## src/rtl/rhpm_pkg.sv

```systemverilog
// ----------------------------------------------------------------------------
// rhpm_pkg
// Shared types and constants for the rolling hash pattern matcher.
// ----------------------------------------------------------------------------
`default_nettype none

package rhpm_pkg;

  localparam int MAX_PATTERN_D = 64;
  localparam int HASH_BITS_D   = 23;

  localparam int TEXT_W    = 8;
  localparam int CNT_W     = 16;
  localparam int CFG_W     = 23;
  localparam int LEN_CFG_W = 7;
  localparam int CFG_IDX_W = 2;
  localparam int OUT_W     = 24;

  // 129 = (1 << 7) + 1
  localparam int BASE_SHIFT = 7;

  localparam logic [CNT_W-1:0] COUNT_MAX = '1;

  localparam logic [CFG_IDX_W-1:0] CFG_TARGET_HASH    = 2'd0;
  localparam logic [CFG_IDX_W-1:0] CFG_PATTERN_LENGTH = 2'd1;
  localparam logic [CFG_IDX_W-1:0] CFG_TOP_POWER      = 2'd2;

  // flags of the word sitting in the hash stage
  typedef struct packed {
    logic full;
    logic seg;
  } s1_t;

endpackage

`default_nettype wire

```

## src/rtl/rhpm_cell.sv

```systemverilog
// ----------------------------------------------------------------------------
// rhpm_cell
// One byte of the window delay line; offers its next byte when selected.
// ----------------------------------------------------------------------------
`default_nettype none

module rhpm_cell (
  input  wire logic                       clk,
  input  wire logic                       shift,
  input  wire logic [rhpm_pkg::TEXT_W-1:0] din,
  input  wire logic                       sel,
  output logic      [rhpm_pkg::TEXT_W-1:0] q,
  output logic      [rhpm_pkg::TEXT_W-1:0] tap
);
  import rhpm_pkg::*;

  logic [TEXT_W-1:0] q_next;

  assign q_next = shift ? din : q;
  assign tap    = sel ? q_next : '0;

  always_ff @(posedge clk) begin
    q <= q_next;
  end

endmodule

`default_nettype wire

```

## src/rtl/rhpm_core.sv

```systemverilog
// ----------------------------------------------------------------------------
// rhpm_core
// Rolling hash update, window fill tracking and the drop-out term register.
// ----------------------------------------------------------------------------
`default_nettype none

module rhpm_core #(
  parameter int MAX_PATTERN = rhpm_pkg::MAX_PATTERN_D,
  parameter int HASH_BITS   = rhpm_pkg::HASH_BITS_D,
  localparam int LW         = $clog2(MAX_PATTERN + 1)
) (
  input  wire logic                        clk,
  input  wire logic                        rst,
  input  wire logic                        accept,
  input  wire logic                        seg,
  input  wire logic [rhpm_pkg::TEXT_W-1:0] text_byte,
  input  wire logic [rhpm_pkg::TEXT_W-1:0] tap_next,
  input  wire logic [HASH_BITS-1:0]        top_next,
  input  wire logic [LW-1:0]               len_eff,
  output logic      [HASH_BITS-1:0]        rolling,
  output rhpm_pkg::s1_t                    flags
);
  import rhpm_pkg::*;

  logic [HASH_BITS-1:0]   term;
  logic [HASH_BITS-1:0]   gone_ext;
  logic [2*HASH_BITS-1:0] prod;
  logic [HASH_BITS-1:0]   byte_ext;
  logic [HASH_BITS-1:0]   h0, h1, h2;
  logic [LW-1:0]          fill, fill0, fill_next;
  logic                   full_pre;

  // term for the word after this cycle, from next window state and config
  assign gone_ext = HASH_BITS'($signed(tap_next));
  assign prod     = gone_ext * top_next;

  always_ff @(posedge clk) begin
    term <= prod[HASH_BITS-1:0];
  end

  assign byte_ext = HASH_BITS'($signed(text_byte));

  always_comb begin
    fill0     = seg ? '0 : fill;
    h0        = seg ? '0 : rolling;
    full_pre  = fill0 >= len_eff;
    h1        = full_pre ? h0 - term : h0;
    h2        = (h1 << BASE_SHIFT) + h1 + byte_ext;
    fill_next = full_pre ? fill0 : fill0 + LW'(1);
  end

  always_ff @(posedge clk) begin
    if (rst) begin
      rolling <= '0;
      fill    <= '0;
    end else if (accept) begin
      rolling <= h2;
      fill    <= fill_next;
    end
  end

  always_ff @(posedge clk) begin
    if (accept) begin
      flags.full <= fill_next >= len_eff;
      flags.seg  <= seg;
    end
  end

endmodule

`default_nettype wire

```

## src/rtl/rolling_hash_pattern_matcher.sv

```systemverilog
// ----------------------------------------------------------------------------
// rolling_hash_pattern_matcher
// Rolling hash search over a signed byte stream with saturating match count.
// ----------------------------------------------------------------------------
// An accepted input word passes the hash stage, then the compare and count stage.
// Throughput: one word per cycle while m_tready does not stall the output.
// The drop-out term is precomputed into a register from the next delay line state.
// Reset clears hash, fill, count, handshake state and loads the register
// defaults (target 0, length 1, top power 1). No clearing pass.
`default_nettype none

module rolling_hash_pattern_matcher #(
  parameter int MAX_PATTERN = rhpm_pkg::MAX_PATTERN_D,
  parameter int HASH_BITS   = rhpm_pkg::HASH_BITS_D
) (
  input  wire logic                           clk,
  input  wire logic                           rst,
  input  wire logic                           cfg_we,
  input  wire logic [rhpm_pkg::CFG_IDX_W-1:0] cfg_idx,
  input  wire logic [rhpm_pkg::CFG_W-1:0]     cfg_wdata,
  input  wire logic                           s_tvalid,
  output logic                                s_tready,
  input  wire logic [rhpm_pkg::TEXT_W-1:0]    s_tdata,  // [7:0] text_byte
  input  wire logic                           s_tuser,  // [0] segment_start
  output logic                                m_tvalid,
  input  wire logic                           m_tready,
  output logic      [rhpm_pkg::OUT_W-1:0]     m_tdata   // [0] match, [16:1] match_total
);
  import rhpm_pkg::*;

  localparam int LW = $clog2(MAX_PATTERN + 1);

  logic [CFG_W-1:0]     target_hash, top_power;
  logic [CFG_W-1:0]     top_power_next;
  logic [LW-1:0]        len_eff, len_next;
  logic [LEN_CFG_W-1:0] len_raw;
  logic [HASH_BITS-1:0] target_h, top_next;

  logic                 accept, adv, s1_valid, o_valid;
  logic [HASH_BITS-1:0] rolling;
  s1_t                  flags;

  logic [MAX_PATTERN-1:0] sel_next;
  logic [TEXT_W-1:0]      q   [MAX_PATTERN];
  logic [TEXT_W-1:0]      din [MAX_PATTERN];
  logic [TEXT_W-1:0]      tap [MAX_PATTERN];
  logic [TEXT_W-1:0]      tap_or;

  logic             hit, o_match;
  logic [CNT_W-1:0] cnt, cnt0, cnt_next;

  // config registers; length is kept clamped to 1..MAX_PATTERN
  assign len_raw = cfg_wdata[LEN_CFG_W-1:0];

  always_comb begin
    len_next       = len_eff;
    top_power_next = top_power;
    if (cfg_we && cfg_idx == CFG_PATTERN_LENGTH) begin
      if (len_raw == '0) begin
        len_next = LW'(1);
      end else if (int'(len_raw) > MAX_PATTERN) begin
        len_next = LW'(MAX_PATTERN);
      end else begin
        len_next = LW'(len_raw);
      end
    end
    if (cfg_we && cfg_idx == CFG_TOP_POWER) begin
      top_power_next = cfg_wdata;
    end
  end

  always_ff @(posedge clk) begin
    if (rst) begin
      target_hash <= '0;
      len_eff     <= LW'(1);
      top_power   <= CFG_W'(1);
    end else begin
      if (cfg_we && cfg_idx == CFG_TARGET_HASH) begin
        target_hash <= cfg_wdata;
      end
      len_eff   <= len_next;
      top_power <= top_power_next;
    end
  end

  assign target_h = HASH_BITS'(target_hash);
  assign top_next = HASH_BITS'(top_power_next);

  // handshake
  assign adv      = s1_valid && (!o_valid || m_tready);
  assign s_tready = !s1_valid || adv;
  assign accept   = s_tvalid && s_tready;

  always_ff @(posedge clk) begin
    if (rst) begin
      s1_valid <= 1'b0;
      o_valid  <= 1'b0;
    end else begin
      s1_valid <= accept || (s1_valid && !adv);
      o_valid  <= adv || (o_valid && !m_tready);
    end
  end

  // window delay line: cell 0 holds the newest byte
  for (genvar i = 0; i < MAX_PATTERN; i++) begin : g_cell
    assign sel_next[i] = (len_next == LW'(i + 1));
    if (i == 0) begin : g_head
      assign din[i] = s_tdata;
    end else begin : g_body
      assign din[i] = q[i-1];
    end
    rhpm_cell u_cell (
      .clk   (clk),
      .shift (accept),
      .din   (din[i]),
      .sel   (sel_next[i]),
      .q     (q[i]),
      .tap   (tap[i])
    );
  end

  always_comb begin
    tap_or = '0;
    for (int i = 0; i < MAX_PATTERN; i++) begin
      tap_or = tap_or | tap[i];
    end
  end

  rhpm_core #(
    .MAX_PATTERN (MAX_PATTERN),
    .HASH_BITS   (HASH_BITS)
  ) u_core (
    .clk       (clk),
    .rst       (rst),
    .accept    (accept),
    .seg       (s_tuser),
    .text_byte (s_tdata),
    .tap_next  (tap_or),
    .top_next  (top_next),
    .len_eff   (len_eff),
    .rolling   (rolling),
    .flags     (flags)
  );

  // compare and count stage
  always_comb begin
    hit      = flags.full && (rolling == target_h);
    cnt0     = flags.seg ? '0 : cnt;
    cnt_next = (hit && cnt0 != COUNT_MAX) ? cnt0 + CNT_W'(1) : cnt0;
  end

  always_ff @(posedge clk) begin
    if (rst) begin
      cnt <= '0;
    end else if (adv) begin
      cnt <= cnt_next;
    end
  end

  always_ff @(posedge clk) begin
    if (adv) begin
      o_match <= hit;
    end
  end

  assign m_tvalid = o_valid;
  assign m_tdata  = {(OUT_W - CNT_W - 1)'(0), cnt, o_match};

  // checks
  a_sel_onehot : assert property (@(posedge clk) disable iff (rst) $onehot(sel_next))
    else $error("window tap select not one-hot");

  a_s1_hold : assert property (@(posedge clk) disable iff (rst)
    s1_valid && !adv |=> s1_valid && $stable(rolling) && $stable(flags))
    else $error("hash stage changed while stalled");

  a_match_count : assert property (@(posedge clk) disable iff (rst)
    o_valid && o_match |-> cnt != '0)
    else $error("match reported with zero count");

  a_cnt_hold : assert property (@(posedge clk) disable iff (rst)
    !adv |=> $stable(cnt))
    else $error("count moved without a word");

endmodule

`default_nettype wire
```

## config.mk

```make
export PLATFORM = sky130hd
export DESIGN_NAME = rolling_hash_pattern_matcher
export DESIGN_NICKNAME = d
export VERILOG_FILES = /design/src/rtl/rhpm_pkg.sv /design/src/rtl/rhpm_cell.sv /design/src/rtl/rhpm_core.sv /design/src/rtl/rolling_hash_pattern_matcher.sv
export SDC_FILE = /design/constraint.sdc
export NUM_CORES = 2
export LEC_CHECK = 0
export ABC_AREA = 1
export BUFFER_PORTS_ARGS = -buffer_cell sky130_fd_sc_hd__buf_2
export CAP_MARGIN = 10
export CORE_AREA = 5 5 336 305
export CTS_CLUSTER_DIAMETER = 200
export DETAILED_ROUTE_END_ITERATION = 8
export DIE_AREA = 0 0 341 310
export GPL_ROUTABILITY_DRIVEN = 0
export SLEW_MARGIN = 20
export SYNTH_ARGS = -nofsm -noshare
export SYNTH_HDL_FRONTEND = slang
export SYNTH_SLANG_ARGS = --single-unit
export TNS_END_PERCENT = 100
```

## constraint.sdc

```tcl
create_clock -name clk -period 8.95 [get_ports clk]
set_input_delay 1.3425 -clock clk [delete_from_list [all_inputs] [get_ports clk]]
set_output_delay 1.3425 -clock clk [all_outputs]
set_load 0.05 [all_outputs]
```

=== Yosys cells after proc, flatten, opt, wreduce, memory -nomap -nowiden ===
Cells that the tools add are included.

* Add/sub/neg operators: 5
* $mul: 1
* $lt $le $gt $ge: 3
* Equal/unequal tests: 68
* Multiplexer cells: 138
* Bitwise gates (word level): 63
* Reductions and logical operators: 19

{| class="wikitable"
|+ Operators with widths
! operator !! number
|-
| $mux 8 || 128
|-
| $or 8x8->8 || 63
|-
| $eq 7x6->1 const B || 32
|-
| $eq 7x5->1 const B || 16
|-
| $mux 23 || 3
|-
| $eq 7x4->1 const B || 8
|-
| $add 23x23->23 || 2
|-
| $mux 7 || 5
|-
| $mux 16 || 2
|-
| $eq 7x3->1 const B || 4
|-
| $eq 23x23->1 || 1
|-
| $mul 8x23->23 || 1
|-
| $sub 23x23->23 || 1
|-
| $add 16x1->16 const B || 1
|-
| $ne 16x16->1 const B || 1
|-
| $eq 7x2->1 const B || 2
|-
| $ge 7x7->1 || 2
|-
| $logic_and 1x1->1 || 9
|-
| $add 7x1->7 const B || 1
|-
| $eq 7x1->1 const B || 1
|-
| $eq 7x7->1 const B || 1
|-
| $gt 7x7->1 const B || 1
|-
| $logic_not 7->1 || 1
|-
| $logic_not 1->1 || 4
|-
| other kinds (4) || 7
|}

* Register bits: 639
* Input bits: 39
* Output and inout bits: 26
* Logic and storage cells: 373

=== Logic depth before layout (Yosys ltp) ===
* Depth after elaboration: 71
* Mapped depth: 44
* Mapped depth without buffers: 42

=== Cells and area by module ===
Synthesis repeated with hierarchy kept, for this count alone.

* Cells, all modules: 6,739
* Area, all modules: 41,192.0 µm²

{| class="wikitable"
|+ Modules (own cells, without submodules)
! module !! instances !! cells each !! area each (µm²)
|-
| rhpm_cell || 64 || 67 || 394.1
|-
| rhpm_core || 1 || 1,519 || 10,525.1
|-
| rolling_hash_pattern_matcher || 1 || 932 || 5,442.7
|}

=== Worst setup path after synthesis ===
Ideal clock, no wire load.

* Kind: input-to-reg
* Start: in m_tready
* End: reg u_core.term[21]
* Setup time: 118 ps
* Arrival: 8,060 ps
* Required time: 8,832 ps
* Slack: 772 ps
* Stages: 39
* Buffers on the path: 5
* Cells stage by stage: inv_1 > nand3_1 > nand2_2 > inv_2 > buf_2 > buf_2 > buf_2 > buf_2 > nand2_1 > o21ai_0 > nand2_1 > nand4_1 > nor3_1 > nand4_1 > inv_1 > clkbuf_1 > nor2_1 > fa_1 > [... 3 more ...] > fa_1 > inv_1 > ha_1 > nand2_1 > inv_1 > a21boi_0 > o21ai_0 > a21oi_1 > o21ai_0 > a31oi_1 > o21ai_0 > nand2_1 > nand2_1 > a21oi_1 > nor2_1 > o21ai_0 > nand2_1 > xor2_1

* Elaborated cells between the ends (all ways): 196

{| class="wikitable"
|+ RTL lines
! what !! line !! text
|-
| start: declaration || rolling_hash_pattern_matcher.sv:26 || <nowiki>input wire logic m_tready,</nowiki>
|-
| $logic_or 1x1->1 || rolling_hash_pattern_matcher.sv:90 || <nowiki>assign adv = s1_valid && (!o_valid || m_tready);</nowiki>
|-
| $logic_and 1x1->1 || rolling_hash_pattern_matcher.sv:90 ||
|-
| $logic_or 1x1->1 || rolling_hash_pattern_matcher.sv:91 || <nowiki>assign s_tready = !s1_valid || adv;</nowiki>
|-
| named net s_tready || rolling_hash_pattern_matcher.sv:22 || <nowiki>output logic s_tready,</nowiki>
|-
| $logic_and 1x1->1 || rolling_hash_pattern_matcher.sv:92 || <nowiki>assign accept = s_tvalid && s_tready;</nowiki>
|-
| $mux 8 || rhpm_cell.sv:19 || <nowiki>assign q_next = shift ? din : q;</nowiki>
|-
| named net g_cell[10].u_cell.q_next[0] || rhpm_cell.sv:17 || <nowiki>logic [TEXT_W-1:0] q_next;</nowiki>
|-
| $mux 8 || rhpm_cell.sv:20 || <nowiki>assign tap = sel ? q_next : '0;</nowiki>
|-
| $or 8x8->8 (54 in a row) || rolling_hash_pattern_matcher.sv:125 || <nowiki>tap_or = tap_or | tap[i];</nowiki>
|-
| $mul 8x23->23 || rhpm_core.sv:35 || <nowiki>assign prod = gone_ext * top_next;</nowiki>
|-
| named net u_core.prod[21] || rhpm_core.sv:27 || <nowiki>logic [2*HASH_BITS-1:0] prod;</nowiki>
|-
| end signal: assignment || rhpm_core.sv:38 || <nowiki>term <= prod[HASH_BITS-1:0];</nowiki>
|-
| end: declaration || rhpm_core.sv:25 || <nowiki>logic [HASH_BITS-1:0] term;</nowiki>
|}

The timed path passes the listed nets, and every way through them passes these cells.
A chain may end at the register's enable or synchronous reset.

=== Worst setup path in the final report ===
* Start: in cfg_idx[1] (netlist bit)
* End: reg u_core.term[21]

* Cells in the longest elaborated chain, start to end: 69
* Elaborated cells between the ends (all ways): 198

{| class="wikitable"
|+ Ends and longest elaborated chain
! what !! line !! text
|-
| start: declaration || rolling_hash_pattern_matcher.sv:19 || <nowiki>input wire logic [rhpm_pkg::CFG_IDX_W-1:0] cfg_idx,</nowiki>
|-
| $eq 2x1->1 || rolling_hash_pattern_matcher.sv:58 || <nowiki>if (cfg_we && cfg_idx == CFG_PATTERN_LENGTH) begin</nowiki>
|-
| $logic_and 1x1->1 || rolling_hash_pattern_matcher.sv:58 ||
|-
| $mux 7 || rolling_hash_pattern_matcher.sv:58 ||
|-
| $eq 7x1->1 or $eq 7x2->1 (tied branches) || rolling_hash_pattern_matcher.sv:106 || <nowiki>assign sel_next[i] = (len_next == LW'(i + 1));</nowiki>
|-
| $mux 8 || rhpm_cell.sv:20 ||
|-
| $or 8x8->8 (63 in a row) || rolling_hash_pattern_matcher.sv:125 ||
|-
| $mul 8x23->23 * || rhpm_core.sv:35 ||
|-
| named net u_core.prod[21] || rhpm_core.sv:27 ||
|}

Mark *: on every way through the listed nets, which the timed path passes. The rest lies on a longest branch.

==> impl_metrics.ini <==
[place]
dp_hpwl_um = 78280
io_buffers = 57

[finish]
drive_above_1_share_pct = 8.104
syn2layout_area_growth_pct = 12.97
fillers = 10300
final_util_pct = 39.09
nNetsFinal = 5132
multiInputGateArea_sq_mm = 0.01825
seq_area_sq_mm = 0.01282

[pwr]
p_leak_nw = 17.90
powerDensity_mw_per_mm2 = 252.2
max-vdd-ir-drop_mv = 0.1526

[floorplan]
ioPinCount = 65
rows = 110
coreArea_sq_mm = 0.09896
die_h_um = 310
start_util_pct = 34.60
die-area_sq_mm = 0.1057
die_x_um = 341

[synth]
synth_ff_type = dfxtp_1
synth-edff-count = 3
synthTopCellsByArea = dfxtp_1 (37%), nand2_1 (15%), o21ai_0 (8.6%), fa_1 (7.0%), inv_1 (6.1%)
yosysUniqueCellTypes = 54
synth_top_area_share_pct = 37.18
synth-seq-area-share_pct = 37.44
synth_area_sq_mm = 0.03424
yosysTopAreaCell = dfxtp_1
syn_avg_cell_area_sq_um = 7.080
ys_async_sr_fraction_pct = 0
ys_ff_latch = 639
yosysWarnings = 0
synth_cells = 4837

[sta]
post-route-period-util_pct = 92.68
fin_crit_ns = 8.295
hold_viol = 0
clock_skew_ns = 0.02327
slew_headroom_pct = 28.44
setup_viol = 0
tns_ns = 0
slew_violations = 0
rsz0062_at_grt = false
tightest_slew_ns = 1.069
max_freq_mhz = 120.6

[setup_path]
start_kind = input port
endpoint_kind = register
critical_path_required_ns = 9.45
cp_max_fo = 7
cp_common_cell = nand2_1
cp.arrival_ns = 8.80
crit_path_top_delay_cell = nor2_1
path_class = in2reg
cpPeakStageDelay_ns = 0.83

[routing]
drt-pass1-iter-count = 6
ant_nets = 0
drtIter0Drc = 3050
drt-total-wl_um = 109000
wl_per_cell_um = 17.58
vias = 31010
via_per_inst = 5.002
route.detailed.drc = 0

[clock_tree]
cts_sinks = 639
clockBufferDepth = 3
postCtsResizedCells = 0
cts_root_buf = clkbuf_16
cts_buffers = 72
path_clk_slew_ns = 0.06
clk_latency_ns = 0.63
htreeDepth = 3
cts_tree = yes
hold_buffers = 0
cts_setup_buffers = 0

[grt]
grt-ovfl-total = 0
grt_first_pass_wirelength_um = 169300
grt_max_degree = 115
grt_pass1_vias = 29170
grtUsageTotal_pct = 20.15
antenna_found_initial = 2

[run_status]
status = finished clean

[run]
cap_violations = 0

[min_path]
hold_class = reg2reg
## critical path: cells and delay by family
| kind | cells | cell delay, ns |
|---|---|---|
| XOR/XNOR | 1 | 0.14 |
| AO/OA/AOI/OAI | 8 | 1.53 |
| AND/OR/NAND/NOR | 19 | 2.67 |
| adder cells (fa/ha/maj) | 5 | 2.28 |
| buffers and inverters | 9 | 0.87 |
## report_power, final
part | internal [W] | switching (W) | total [W]
clock | 0.00172 | 0.00123 | 0.00295
sequential | 0.00339 | 0.000223 | 0.00361
combinational | 0.00114 | 0.00206 | 0.00320
total | 0.00624 | 0.00351 | 0.00976
## layer usage
metal	global-route usage (%)	share of wire, %
met4	5.544	2.6
met5	0	0
met2	30.54	42
met3	3.230	7.6
met1	29.78	48
## worst paths after layout
path | startpoint | to | slack (ns) | depth (start not counted)
max | cfg_idx[1] | u_core.term[21]$_DFF_P_ | 0.66 | 42
max reg2reg | m_tvalid$_SDFF_PP0_ | u_core.term[21]$_DFF_P_ | 1.36 | 37
min | g_cell[63].u_cell.q[7]$_DFF_P_ | g_cell[63].u_cell.q[7]$_DFF_P_ | 0.45 | 2
min reg2reg | g_cell[63].u_cell.q[7]$_DFF_P_ | g_cell[63].u_cell.q[7]$_DFF_P_ | 0.45 | 2
## cell usage after synthesis (all sizes together), types with 2 or more instances
cell type	n
nor3b	3
and2	2
nand3b	3
nor3	17
fa	120
o211ai	6
o21ai	612
nand3	271
a21oi	135
nor2	454
o31ai	2
o21bai	6
a21boi	4
xnor2	21
ha	114
nor4	8
buf	132
nand4	133
clkbuf	108
inv	573
o2111a	2
edfxtp	3
o21a	5
or2	31
a31oi	5
a21o	2
nand2	1376
xor2	44
dfxtp	636
## state kept, by name, summed over array words and instances (netlist names)
signal	cells
u_core.fill	7
target_h	23
g_cell.u_cell.q	512
u_core.term	23
s1_valid	1
top_power	23
u_core.flags	2
o_match	1
m_tvalid	1
u_core.rolling	23
len_eff	7
cnt	16
## kinds of logic after synthesis
| logic type | count (synthesis) | share of synthesized area (%) |
|---|---|---|
| buffers and inverters | 813 | 9.474 |
| flip-flops | 639 | 37.44 |
| other | 1 | 0.01095 |
| AO/OA/AOI/OAI | 784 | 11.82 |
| adder cells (fa/ha/maj) | 234 | 11.18 |
| XOR/XNOR | 65 | 1.662 |
| AND/OR/NAND/NOR | 2301 | 28.40 |
## cells in the final DEF, fill, tap and decap left out, types with 44 or more instances in the layout
cell type	n
nand4_1	133
o21ai_0	590
buf_4	101
clkbuf_16	75
inv_1	555
nand3_1	265
nor2_1	423
a21oi_1	134
buf_2	57
fa_1	120
dfxtp_1	636
xor2_1	44
nand2_1	1360
ha_1	114
## final cells by class
cell class	count	area share [%]
timing repair buffer	182	3.939
inverter	573	5.585
clock inverter	15	0.3040
sequential	639	33.14
antenna	1	0.006468
multi-input combinational	3391	47.16
tap	1288	4.166
clock buffer	111	5.692
## metrics by stage
| step | worst slack [ns] | area [sq um] | hold slack (ns) | cells | total power, W |
|---|---|---|---|---|---|
| 3_3_place_gp | 0.1152 | 36360 | 0.4363 | 6073 | 0.006776 |
| 5_1_grt | 0.2203 | 38680 | 0.4805 | 6199 | 0.01043 |
| 2_1_floorplan | 0.7722 | 34270 | 0.4227 | 4843 | 0.005962 |
| 3_5_place_dp | 0.1276 | 36360 | 0.4418 | 6073 | 0.006809 |
| 4_1_cts | 0.7686 | 38680 | 0.4584 | 6199 | 0.009783 |
| 6_report | 0.6551 | 38690 | 0.4530 | 6200 | 0.009759 |
Note: power is estimated with default switching activity, not from simulation.
